===== src/rtl/core/wbps_pkg.sv =====
package wbps_pkg;

   localparam int MaxPattern  = 16;
   localparam int WindowDepth = MaxPattern - 1;
   localparam int OffsetBits  = 32;
   localparam int LenBits     = $clog2(MaxPattern + 1);
   localparam int PosBits     = $clog2(MaxPattern);
   localparam int CsrIdxBits  = 2;
   localparam int CsrDataBits = 64;

   localparam logic [CsrIdxBits-1:0] CsrPatternLow  = 2'd0;
   localparam logic [CsrIdxBits-1:0] CsrPatternHigh = 2'd1;
   localparam logic [CsrIdxBits-1:0] CsrCareMask    = 2'd2;
   localparam logic [CsrIdxBits-1:0] CsrPatternLen  = 2'd3;

   localparam logic [LenBits-1:0] PatternLenReset = LenBits'(1);

   typedef struct packed {
      logic [7:0] data_byte;
      logic       is_last;
   } wbps_req_type;

   typedef struct packed {
      logic        window_match;
      logic [31:0] match_start;
      logic [31:0] match_count;
      logic        any_found;
      logic [31:0] latest_start;
      logic        region_done;
   } wbps_rsp_type;

endpackage


===== src/rtl/core/wbps_req_if.sv =====
interface wbps_req_if;
   import wbps_pkg::*;

   logic         valid;
   logic         ready;
   wbps_req_type payload;

   modport source(output valid, output payload, input ready);
   modport sink(input valid, input payload, output ready);
endinterface


===== src/rtl/core/wbps_rsp_if.sv =====
interface wbps_rsp_if;
   import wbps_pkg::*;

   logic         valid;
   logic         ready;
   wbps_rsp_type payload;

   modport source(output valid, output payload, input ready);
   modport sink(input valid, input payload, output ready);
endinterface


===== src/rtl/core/wildcard_byte_pattern_scanner_unit.sv =====
// Channel   Direction  Handshake      Contents
// req_chan  in         valid/ready    one region byte and its end-of-region flag
// rsp_chan  out        valid/ready    match flag, start offsets, count, done flag
// csr_*     in         write enable   signature bytes, care mask, signature length
//
// Every request gives exactly one response, via the input and response registers.
// A request can be accepted every cycle until a stalled response lets the input
// register fill and ready drop; the input and response registers each hold one
// request, so up to two requests are in flight. The signature compare against
// the byte window is a single parallel stage. Reset is synchronous and returns
// all state but the window and data registers to defaults.
module wildcard_byte_pattern_scanner_unit (
   input  logic                                clock,
   input  logic                                reset,
   wbps_req_if.sink                            req_chan,
   wbps_rsp_if.source                          rsp_chan,
   input  logic                                csr_write_enable,
   input  logic [wbps_pkg::CsrIdxBits-1:0]     csr_index,
   input  logic [wbps_pkg::CsrDataBits-1:0]    csr_write_data
);
   import wbps_pkg::*;

   // Configuration registers
   logic [63:0]             pattern_low_ff;
   logic [63:0]             pattern_high_ff;
   logic [MaxPattern-1:0]   care_mask_ff;
   logic [LenBits-1:0]      pattern_len_ff;

   // Pipeline registers
   logic                    s1_valid_ff;
   wbps_req_type            s1_data_ff;
   logic                    rsp_valid_ff;
   wbps_rsp_type            rsp_data_ff;
   wbps_rsp_type            rsp_data_in;

   // Region state
   logic [7:0]              window_ff [WindowDepth];
   logic [7:0]              window_in [WindowDepth];
   logic [LenBits-1:0]      fill_ff;
   logic [LenBits-1:0]      fill_in;
   logic [OffsetBits-1:0]   offset_ff;
   logic [OffsetBits-1:0]   offset_in;
   logic [31:0]             hit_total_ff;
   logic [31:0]             hit_total_in;
   logic [31:0]             last_start_ff;
   logic [31:0]             last_start_in;
   logic                    seen_hit_ff;
   logic                    seen_hit_in;

   // Compare logic
   logic                    out_free;
   logic                    advance;
   logic [LenBits-1:0]      len_eff;
   logic [LenBits-1:0]      fill_sat;
   logic [8*MaxPattern-1:0] pattern_all;
   logic [7:0]              win_bytes [MaxPattern];
   logic [PosBits-1:0]      pos_idx [MaxPattern];
   logic [MaxPattern-1:0]   byte_ok;
   logic                    window_match;
   logic [OffsetBits-1:0]   start_offset;
   logic [31:0]             hit_total_next;
   logic [31:0]             last_start_next;
   logic                    seen_hit_next;

   assign out_free       = !rsp_valid_ff || rsp_chan.ready;
   assign advance        = s1_valid_ff && out_free;
   assign req_chan.ready = !s1_valid_ff || out_free;

   always_ff @(posedge clock) begin
      if (reset) begin
         pattern_low_ff  <= '0;
         pattern_high_ff <= '0;
         care_mask_ff    <= '0;
         pattern_len_ff  <= PatternLenReset;
      end else if (csr_write_enable) begin
         case (csr_index)
            CsrPatternLow:  pattern_low_ff  <= csr_write_data[63:0];
            CsrPatternHigh: pattern_high_ff <= csr_write_data[63:0];
            CsrCareMask:    care_mask_ff    <= csr_write_data[MaxPattern-1:0];
            CsrPatternLen:  pattern_len_ff  <= csr_write_data[LenBits-1:0];
            default: ;
         endcase
      end
   end

   // Length zero acts as one, anything above the window size as the maximum.
   always_comb begin
      if (pattern_len_ff == '0) begin
         len_eff = LenBits'(1);
      end else if (pattern_len_ff > LenBits'(MaxPattern)) begin
         len_eff = LenBits'(MaxPattern);
      end else begin
         len_eff = pattern_len_ff;
      end
      if (fill_ff >= LenBits'(MaxPattern)) begin
         fill_sat = LenBits'(MaxPattern);
      end else begin
         fill_sat = fill_ff + LenBits'(1);
      end
   end

   assign pattern_all = {pattern_high_ff, pattern_low_ff};

   // Signature byte i lines up with the byte that arrived len-1-i requests
   // ago; entry 0 of the byte list is the current byte.
   always_comb begin
      win_bytes[0] = s1_data_ff.data_byte;
      for (int j = 1; j < MaxPattern; j++) begin
         win_bytes[j] = window_ff[j-1];
      end
      for (int i = 0; i < MaxPattern; i++) begin
         pos_idx[i] = PosBits'(len_eff - LenBits'(1) - LenBits'(i));
         byte_ok[i] = (LenBits'(i) >= len_eff) || !care_mask_ff[i]
                      || (win_bytes[pos_idx[i]] == pattern_all[i*8 +: 8]);
      end
   end

   assign window_match = (fill_sat >= len_eff) && (&byte_ok);
   assign start_offset = offset_ff - OffsetBits'(len_eff - LenBits'(1));

   always_comb begin
      hit_total_next  = hit_total_ff;
      last_start_next = last_start_ff;
      seen_hit_next   = seen_hit_ff;
      if (window_match) begin
         if (hit_total_ff != '1) begin
            hit_total_next = hit_total_ff + 32'd1;
         end
         last_start_next = 32'(start_offset);
         seen_hit_next   = 1'b1;
      end
   end

   always_comb begin
      rsp_data_in.window_match = window_match;
      rsp_data_in.match_start  = window_match ? 32'(start_offset) : 32'd0;
      rsp_data_in.match_count  = hit_total_next;
      rsp_data_in.any_found    = seen_hit_next;
      rsp_data_in.latest_start = last_start_next;
      rsp_data_in.region_done  = s1_data_ff.is_last;
   end

   // The last byte of a region clears the region state; the window bytes
   // need no clearing because the fill count keeps them from being read.
   always_comb begin
      window_in[0] = s1_data_ff.data_byte;
      for (int k = 1; k < WindowDepth; k++) begin
         window_in[k] = window_ff[k-1];
      end
      if (s1_data_ff.is_last) begin
         fill_in       = '0;
         offset_in     = '0;
         hit_total_in  = '0;
         last_start_in = '0;
         seen_hit_in   = 1'b0;
      end else begin
         fill_in       = fill_sat;
         offset_in     = offset_ff + OffsetBits'(1);
         hit_total_in  = hit_total_next;
         last_start_in = last_start_next;
         seen_hit_in   = seen_hit_next;
      end
   end

   always_ff @(posedge clock) begin
      if (reset) begin
         fill_ff       <= '0;
         offset_ff     <= '0;
         hit_total_ff  <= '0;
         last_start_ff <= '0;
         seen_hit_ff   <= 1'b0;
      end else if (advance) begin
         fill_ff       <= fill_in;
         offset_ff     <= offset_in;
         hit_total_ff  <= hit_total_in;
         last_start_ff <= last_start_in;
         seen_hit_ff   <= seen_hit_in;
      end
   end

   always_ff @(posedge clock) begin
      if (advance && !s1_data_ff.is_last) begin
         for (int k = 0; k < WindowDepth; k++) begin
            window_ff[k] <= window_in[k];
         end
      end
   end

   always_ff @(posedge clock) begin
      if (reset) begin
         s1_valid_ff  <= 1'b0;
         rsp_valid_ff <= 1'b0;
      end else begin
         if (req_chan.ready) begin
            s1_valid_ff <= req_chan.valid;
         end
         if (out_free) begin
            rsp_valid_ff <= s1_valid_ff;
         end
      end
   end

   always_ff @(posedge clock) begin
      if (req_chan.valid && req_chan.ready) begin
         s1_data_ff <= req_chan.payload;
      end
      if (advance) begin
         rsp_data_ff <= rsp_data_in;
      end
   end

   assign rsp_chan.valid   = rsp_valid_ff;
   assign rsp_chan.payload = rsp_data_ff;

   a_clear_after_last: assert property (@(posedge clock) disable iff (reset)
      advance && s1_data_ff.is_last |=> fill_ff == '0 && offset_ff == '0 && !seen_hit_ff)
      else $error("region state not cleared after the last byte");

   a_match_sets_latest: assert property (@(posedge clock) disable iff (reset)
      rsp_chan.valid && rsp_chan.payload.window_match
      |-> rsp_chan.payload.any_found
          && rsp_chan.payload.latest_start == rsp_chan.payload.match_start)
      else $error("match not reflected in latest start");

   a_count_vs_found: assert property (@(posedge clock) disable iff (reset)
      rsp_chan.valid |-> (rsp_chan.payload.match_count != 32'd0)
                         == rsp_chan.payload.any_found)
      else $error("match count disagrees with found flag");

   a_fill_bounded: assert property (@(posedge clock) disable iff (reset)
      fill_ff <= LenBits'(MaxPattern))
      else $error("window fill exceeds the window size");

endmodule

===== src/flat_wrapper.sv =====
// flat-port wrapper written by rule: the top's interface ports become plain ports
module wildcard_byte_pattern_scanner_unit_flat import wbps_pkg::*;
  (clock, reset, csr_write_enable, csr_index, csr_write_data, req_chan_valid, req_chan_payload, req_chan_ready, rsp_chan_valid, rsp_chan_payload, rsp_chan_ready);
  wbps_req_if req_chan_i ();
  wbps_rsp_if rsp_chan_i ();
  input  logic clock;
  input  logic reset;
  input  logic csr_write_enable;
  input  logic [wbps_pkg::CsrIdxBits-1:0] csr_index;
  input  logic [wbps_pkg::CsrDataBits-1:0] csr_write_data;
  input wire logic [$bits(req_chan_i.valid)-1:0] req_chan_valid;
  input wire logic [$bits(req_chan_i.payload)-1:0] req_chan_payload;
  output wire logic [$bits(req_chan_i.ready)-1:0] req_chan_ready;
  output wire logic [$bits(rsp_chan_i.valid)-1:0] rsp_chan_valid;
  output wire logic [$bits(rsp_chan_i.payload)-1:0] rsp_chan_payload;
  input wire logic [$bits(rsp_chan_i.ready)-1:0] rsp_chan_ready;
  assign req_chan_i.valid = req_chan_valid;
  assign req_chan_i.payload = req_chan_payload;
  assign req_chan_ready = req_chan_i.ready;
  assign rsp_chan_valid = rsp_chan_i.valid;
  assign rsp_chan_payload = rsp_chan_i.payload;
  assign rsp_chan_i.ready = rsp_chan_ready;
  wildcard_byte_pattern_scanner_unit u_core (.clock(clock), .reset(reset), .req_chan(req_chan_i), .rsp_chan(rsp_chan_i), .csr_write_enable(csr_write_enable), .csr_index(csr_index), .csr_write_data(csr_write_data));
endmodule

===== config.mk =====
export PLATFORM = sky130hd
export DESIGN_NAME = wildcard_byte_pattern_scanner_unit_flat
export DESIGN_NICKNAME = d
export VERILOG_FILES = /design/src/rtl/core/wbps_pkg.sv /design/src/rtl/core/wbps_req_if.sv /design/src/rtl/core/wbps_rsp_if.sv /design/src/rtl/core/wildcard_byte_pattern_scanner_unit.sv /design/src/flat_wrapper.sv
export SDC_FILE = /design/constraint.sdc
export NUM_CORES = 1
export LEC_CHECK = 0
export BUFFER_PORTS_ARGS = -buffer_cell sky130_fd_sc_hd__buf_2
export CAP_MARGIN = 20
export CORE_ASPECT_RATIO = 0.8
export CORE_UTILIZATION = 40
export CTS_CLUSTER_DIAMETER = 40
export DETAILED_ROUTE_END_ITERATION = 10
export PLACE_DENSITY = 0.63
export SLEW_MARGIN = 20
export SYNTH_ARGS = -nofsm -noshare
export SYNTH_HDL_FRONTEND = slang
export SYNTH_SLANG_ARGS = --single-unit

===== constraint.sdc =====
create_clock -name clock -period 7.4 [get_ports clock]
set_input_delay 1.85 -clock clock [delete_from_list [all_inputs] [get_ports clock]]
set_output_delay 1.85 -clock clock [all_outputs]
set_load 0.1 [all_outputs]

==> results of run 1 <==
## worst max-delay path, stage by stage, from the launching register on
cell and delay (ps):
dfxtp_1 430, or4_4 860, nand2_4 160, inv_2 40, ha_1 240, xnor2_2 200
buf_4 350, ha_1 480, clkinv_1 580, mux2i_1 370, mux2i_1 120, xor2_1 180
nor4_1 570, a221oi_1 250, a2111oi_4 390, and2_1 410, and2_0 700, nand3_1 220
xnor2_1 170
## worst paths after layout
check	cells after the start	to	slack (ps)	startpoint
hold reg to reg	2	u_core.pattern_low_ff[49]	470	u_core.pattern_low_ff[49]
setup reg to reg	18	u_core.rsp_chan.payload[59]	400	u_core.pattern_len_ff[1]
hold / removal	2	u_core.pattern_low_ff[49]	470	u_core.pattern_low_ff[49]
setup / recovery	18	u_core.rsp_chan.payload[59]	400	u_core.pattern_len_ff[1]
## kinds of logic after synthesis
| group | count (synthesis) |
|---|---|
| flops | 481 |
| fa+ha+maj | 57 |
| xor+xnor | 206 |
| simple gates | 925 |
| buf+inv | 224 |
| compound gates | 539 |
| mux | 289 |
## per-stage QoR
step | worst slack, ps | utilization | area [um^2]
detailed placement | 545.7 | 0.4329 | 30050
finish | 401.0 | 0.4701 | 32630
CTS | 507.0 | 0.4698 | 32610
global placement | 673.9 | 0.4328 | 30040
global route | 30.73 | 0.4701 | 32630
floorplan | 923.9 | - | 28290
## placed cells by master (no fill, tap or decap), types with 28 or more instances in the layout
master and count:
a21o_1 47, a21oi_1 229, and2_1 31, and3_1 48, buf_2 179, buf_4 47
clkbuf_16 78, dfxtp_1 252, edfxtp_1 228, ha_1 52, inv_1 28, mux2i_1 115
mux4_2 166, nand2_1 405, nand3_1 60, nand4_1 39, nor2_1 154, nor4_1 42
o21ai_0 50, xnor2_1 148, xor2_1 51
## power breakdown
part           leakage [nW]  switching (mW)  total (mW)  internal [mW]
clock                  1.24            1.41        3.58           2.17
combinational          6.72            1.15        1.75          0.601
sequential             4.16          0.0829        3.02           2.94
## sequential cells by signal, summed over array words and instances, names as in the netlist, 8 cells and up
name,cells
u_core.offset_ff,32
u_core.s1_data_ff,8
u_core.last_start_ff,32
u_core.hit_total_ff,32
u_core.care_mask_ff,16
u_core.pattern_low_ff,64
u_core.window_ff,120
u_core.rsp_chan.payload,99
u_core.pattern_high_ff,64
## cell type report
type                            instances  area, um^2
Sequential cell                       481       11910
Fill cell                            6402       36780
Multi-Input combinational cell       2016       15570
Timing Repair Buffer                  228        1280
Tap cell                              924        1156
Clock buffer                           84        1994
Clock inverter                         51       568.0
Inverter                               38       147.6
## per-layer routing
metal	vias to the layer above	share of wire	global-route usage
met5	-	0	0
met1	11510	0.44	0.3688
li1	10440	-	-
met3	124	0.13	0.07662
met2	1199	0.42	0.3499
met4	0	0.017	0.05411
==> impl_metrics.py, run 1 <==
metrics = {
    "timing": {
        "holdWs_ps": 468.9,
        "finalClockSkew_ps": 38.21,
        "hold_viol": 0,
        "worst_slew_pin_slew_ps": 1142,
        "tns_ps": 0,
        "setup_viol": 0,
        "post-route-period-util": 0.9458,
        "maxSlewHeadroom": 0.2304,
        "min_period_ps": 6999,
        "max_freq_ghz": 0.1429,
        "rsz0062_at_grt": "no",
        "drv_slew": 0,
    },
    "grt": {
        "track_usage": 0.2482,
        "antenna_found_initial": 2,
        "grt_start_max_net_pins": 120,
        "grt-ovfl-total": 0,
        "grt_pass1_vias": 21790,
        "grt_pass1_wl_um": 135800,
    },
    "cts": {
        "holdBufCountCts": 0,
        "cts.path.max_buffers": 3,
        "cts_inserted_buffers": 74,
        "cts_tree": "yes",
        "cts_max_level": 3,
        "cts.sinks": 481,
        "path_clk_slew_ps": 60,
        "root_buffer": "clkbuf_16",
        "cts_resized": 0,
        "cts_setup_buffers": 0,
        "worstSkewPairLatency_ps": 640,
    },
    "critical_path": {
        "critPathRequiredTime_ps": 7770,
        "start_kind": "register",
        "critical_path_class": "reg2reg",
        "worst-path-max-fanout": 29,
        "endpoint_kind": "register",
        "arrival_ps": 7370,
    },
    "route": {
        "vias_per_cell": 6.089,
        "vias": 23270,
        "drtIter0Drc": 2803,
        "wire_per_inst_um": 23.72,
        "routed_wl_um": 90650,
        "detail-route-antenna-nets": 0,
        "first_pass_iters": 6,
        "drc_errors": 0,
    },
    "cells_and_area": {
        "area_delta_synth_final_pct": 15.32,
        "drive_gt1_frac": 0.1998,
        "nets": 2973,
        "antenna_cells": 0,
        "stdcell_count": 3822,
    },
    "yosys": {
        "synth_fp_nets": 2855,
        "synth_area_leaders": "edfxtp_1, dfxtp_1, mux4_2",
        "yosysWarnings": 0,
        "synth_fa_ha_area_frac": 0.02521,
        "synth-seq-cells": 481,
        "synth_xor_area_frac": 0.06510,
        "synth_area_per_cell_um2": 10.40,
        "yosysSeqAreaShare": 0.4210,
        "syn_inst": 2721,
        "synth_top_family_by_area": "multiplexers",
        "synth-main-ff-cell": "dfxtp_1",
        "async_reset_ff_frac": 0,
        "yosys-top-cells-count": "nand2_1, dfxtp_1, a21oi_1",
        "synth-simple-area-share": 0.1561,
        "synth_top_area_share": 0.2420,
        "synth_compound_area_frac": 0.1247,
        "synth_area_um2": 28290,
        "synth_edf_count": 228,
        "yosysMostFrequentCell": "nand2_1",
        "synth_cell_types": 83,
        "synthMuxAreaShare": 0.1760,
        "synth_top_cell_by_area": "edfxtp_1",
    },
    "die": {
        "core_area_um2": 69400,
        "die_h_um": 239.9,
        "start_util": 0.4077,
        "io-pin-count": 181,
        "fp.dieW_um": 299.4,
        "dieArea_um2": 71810,
        "rows": 86,
    },
    "placement": {
        "dp.cells": 3687,
        "port_buffers": 180,
        "place_congestion": 0.9154,
        "dp_hpwl_um": 65000,
    },
    "pwr": {
        "vdd_drop_max_mv": 0.1977,
        "leakagePower_nw": 12.11,
        "power_density_nw_per_um2": 255.9,
        "power_mw": 8.351,
    },
    "job": {
        "drv_cap": 0,
    },
    "status": {
        "status": "finished, final reports clean",
    },
    "hold_path": {
        "min_path_type": "reg2reg",
    },
}
No activity file was read; power rests on OpenSTA's default activity.
==> inputs of run 2 (changes only) <==
--- a/config.mk
+++ b/config.mk
@@ -11,7 +11,7 @@
 export CORE_UTILIZATION = 40
 export CTS_CLUSTER_DIAMETER = 40
 export DETAILED_ROUTE_END_ITERATION = 10
-export PLACE_DENSITY = 0.63
+export PLACE_DENSITY_LB_ADDON = 0.08
 export SLEW_MARGIN = 20
 export SYNTH_ARGS = -nofsm -noshare
 export SYNTH_HDL_FRONTEND = slang
==> impl_metrics.py, run 2 (same netlist as run 1, synthesis figures left out) <==
metrics = {
    "timing": {
        "worst_slew_pin_slew_ps": 1135,
        "post-route-period-util": 0.9357,
        "tns_ps": 0,
        "rsz0062_at_grt": "no",
        "worst_slack_ps": 475.5,
        "max_freq_ghz": 0.1444,
        "finalClockSkew_ps": 32.38,
        "setup_viol": 0,
        "maxSlewHeadroom": 0.2356,
        "drv_slew": 0,
        "min_period_ps": 6925,
        "hold_viol": 0,
    },
    "die": {
        "die_h_um": 239.9,
        "start_util": 0.4077,
        "rows": 86,
        "core_area_um2": 69400,
        "fp.dieW_um": 299.4,
        "dieArea_um2": 71810,
        "io-pin-count": 181,
    },
    "status": {
        "status": "finished, final reports clean",
    },
    "route": {
        "routed_wl_um": 95890,
        "first_pass_iters": 5,
        "vias_per_cell": 6.075,
        "wire_per_inst_um": 24.94,
        "drtIter0Drc": 2941,
        "vias": 23360,
        "drc_errors": 0,
        "detail-route-antenna-nets": 0,
    },
    "cells_and_area": {
        "regMostFlops": "u_core.window_ff",
        "area_delta_synth_final_pct": 16.39,
        "nets": 2988,
        "layout_common_cells": "nand2_1, dfxtp_1, a21oi_1, edfxtp_1, buf_2",
        "drive_gt1_frac": 0.2048,
        "final_common_cell": "nand2_1",
        "largest_register_ffs": 120,
        "fin_util": 0.4745,
    },
    "pwr": {
        "internal_power_mw": 5.941,
        "power_frac_clock": 0.447,
        "p_sw_mw": 2.734,
        "p_seq_frac": 0.349,
        "switching_share": 0.3151,
        "vdd_drop_max_mv": 0.1860,
        "power_density_nw_per_um2": 263.4,
        "power_frac_comb": 0.205,
        "leakagePower_nw": 12.28,
    },
    "placement": {
        "port_buffers": 180,
        "place_congestion": 0.9488,
        "pre_cts_slack_ps": 565.4,
        "dp_hpwl_um": 68370,
    },
    "cts": {
        "holdBufCountCts": 0,
        "path_clk_slew_ps": 60,
        "cts_resized": 0,
        "cts_setup_buffers": 0,
        "cts_max_level": 3,
        "root_buffer": "clkbuf_16",
        "worstSkewPairLatency_ps": 650,
        "cts_tree": "yes",
        "cts.path.max_buffers": 3,
        "cts_inserted_buffers": 79,
        "cts.sinks": 481,
    },
    "critical_path": {
        "cp_slowest_cell": "mux4_2",
        "worst-path-max-fanout": 55,
        "critical_path_class": "reg2reg",
        "crit_chain": "buf_4, nand2b_1, ha_1, nand2_1, a21oi_1, or2_2, xnor2_2, mux4_2, xor2_1, nor4_1, a221oi_1, a2111oi_4, nand4_4, buf_4, or2_1, or4_1, a21oi_1",
        "arrival_ps": 7480,
        "start_kind": "register",
        "endpoint_kind": "register",
        "cpPeakStageDelay_ps": 630,
        "critPathRequiredTime_ps": 7950,
    },
    "grt": {
        "track_usage": 0.2630,
        "grt_pass1_vias": 21710,
        "grt-ovfl-total": 0,
        "grt_pass1_wl_um": 141900,
        "grt_start_max_net_pins": 111,
        "antenna_found_initial": 3,
    },
    "hold_path": {
        "min_path_type": "reg2reg",
    },
    "job": {
        "drv_cap": 0,
    },
}
-- run 2: final cells by class --
class                   count  area [um^2]
diodes                      1        2.502
clock buffers              88         2116
clock inverters            59        675.6
fillers                  6478        36470
inverters                  38        147.6
multi-input cells        2016        15540
flip-flops and latches    481        11910
well taps                 924         1156
repair buffers            238         1384
-- run 2: critical path, delay by kind of cell (launching register included) --
kind	cells	cell delay, ps
AO/OA/AOI/OAI	4	1470
buffers and inverters	2	690
XOR/XNOR	2	530
AND/OR/NAND/NOR	7	2810
multiplexers	1	630
flip-flops	1	300
adder cells (fa/ha/maj)	1	360
-- run 2: power groups by stage --
| stage | Combinational, mW | Clock (mW) | Sequential (mW) |
|---|---|---|---|
| global route | 1.88 | 4.06 | 3.03 |
| finish | 1.78 | 3.87 | 3.02 |
| detailed placement | 1.76 | 0 | 3.08 |
| floorplan | 0.971 | 0 | 3.42 |
| CTS | 1.77 | 3.95 | 3.02 |
| global placement | 1.75 | 0 | 3.07 |
-- run 2: per-layer routing --
metal / vias up / global-route usage / wire, um
met5: - / 0 / 0
met4: 0 / 0.06725 / 2159
met3: 146 / 0.05675 / 8841
met2: 1077 / 0.3704 / 39760
met1: 11680 / 0.4028 / 45130
li1: 10460 / - / -
-- run 2: through the flow --
| stage | hold WS, ps | total power [mW] | area (um^2) | instances |
|---|---|---|---|---|
| after floorplan | 424.4 | 4.390 | 28290 | 2721 |
| after global placement | 448.5 | 4.823 | 30130 | 3696 |
| after detailed placement | 450.3 | 4.839 | 30130 | 3696 |
| after CTS | 457.3 | 8.737 | 32920 | 3843 |
| after global routing | 487.2 | 8.970 | 32930 | 3844 |
| final | 455.3 | 8.674 | 32930 | 3845 |
-- run 2: path summary, 6_finish.rpt --
path                                           startpoint                        end  slack [ps]  cells after the start
worst max register to register   u_core.pattern_len_ff[4]    u_core.hit_total_ff[28]         480                     17
worst max-delay path             u_core.pattern_len_ff[4]    u_core.hit_total_ff[28]         480                     17
worst min register to register  u_core.pattern_low_ff[49]  u_core.pattern_low_ff[49]         460                      2
worst min-delay path            u_core.pattern_low_ff[49]  u_core.pattern_low_ff[49]         460                      2
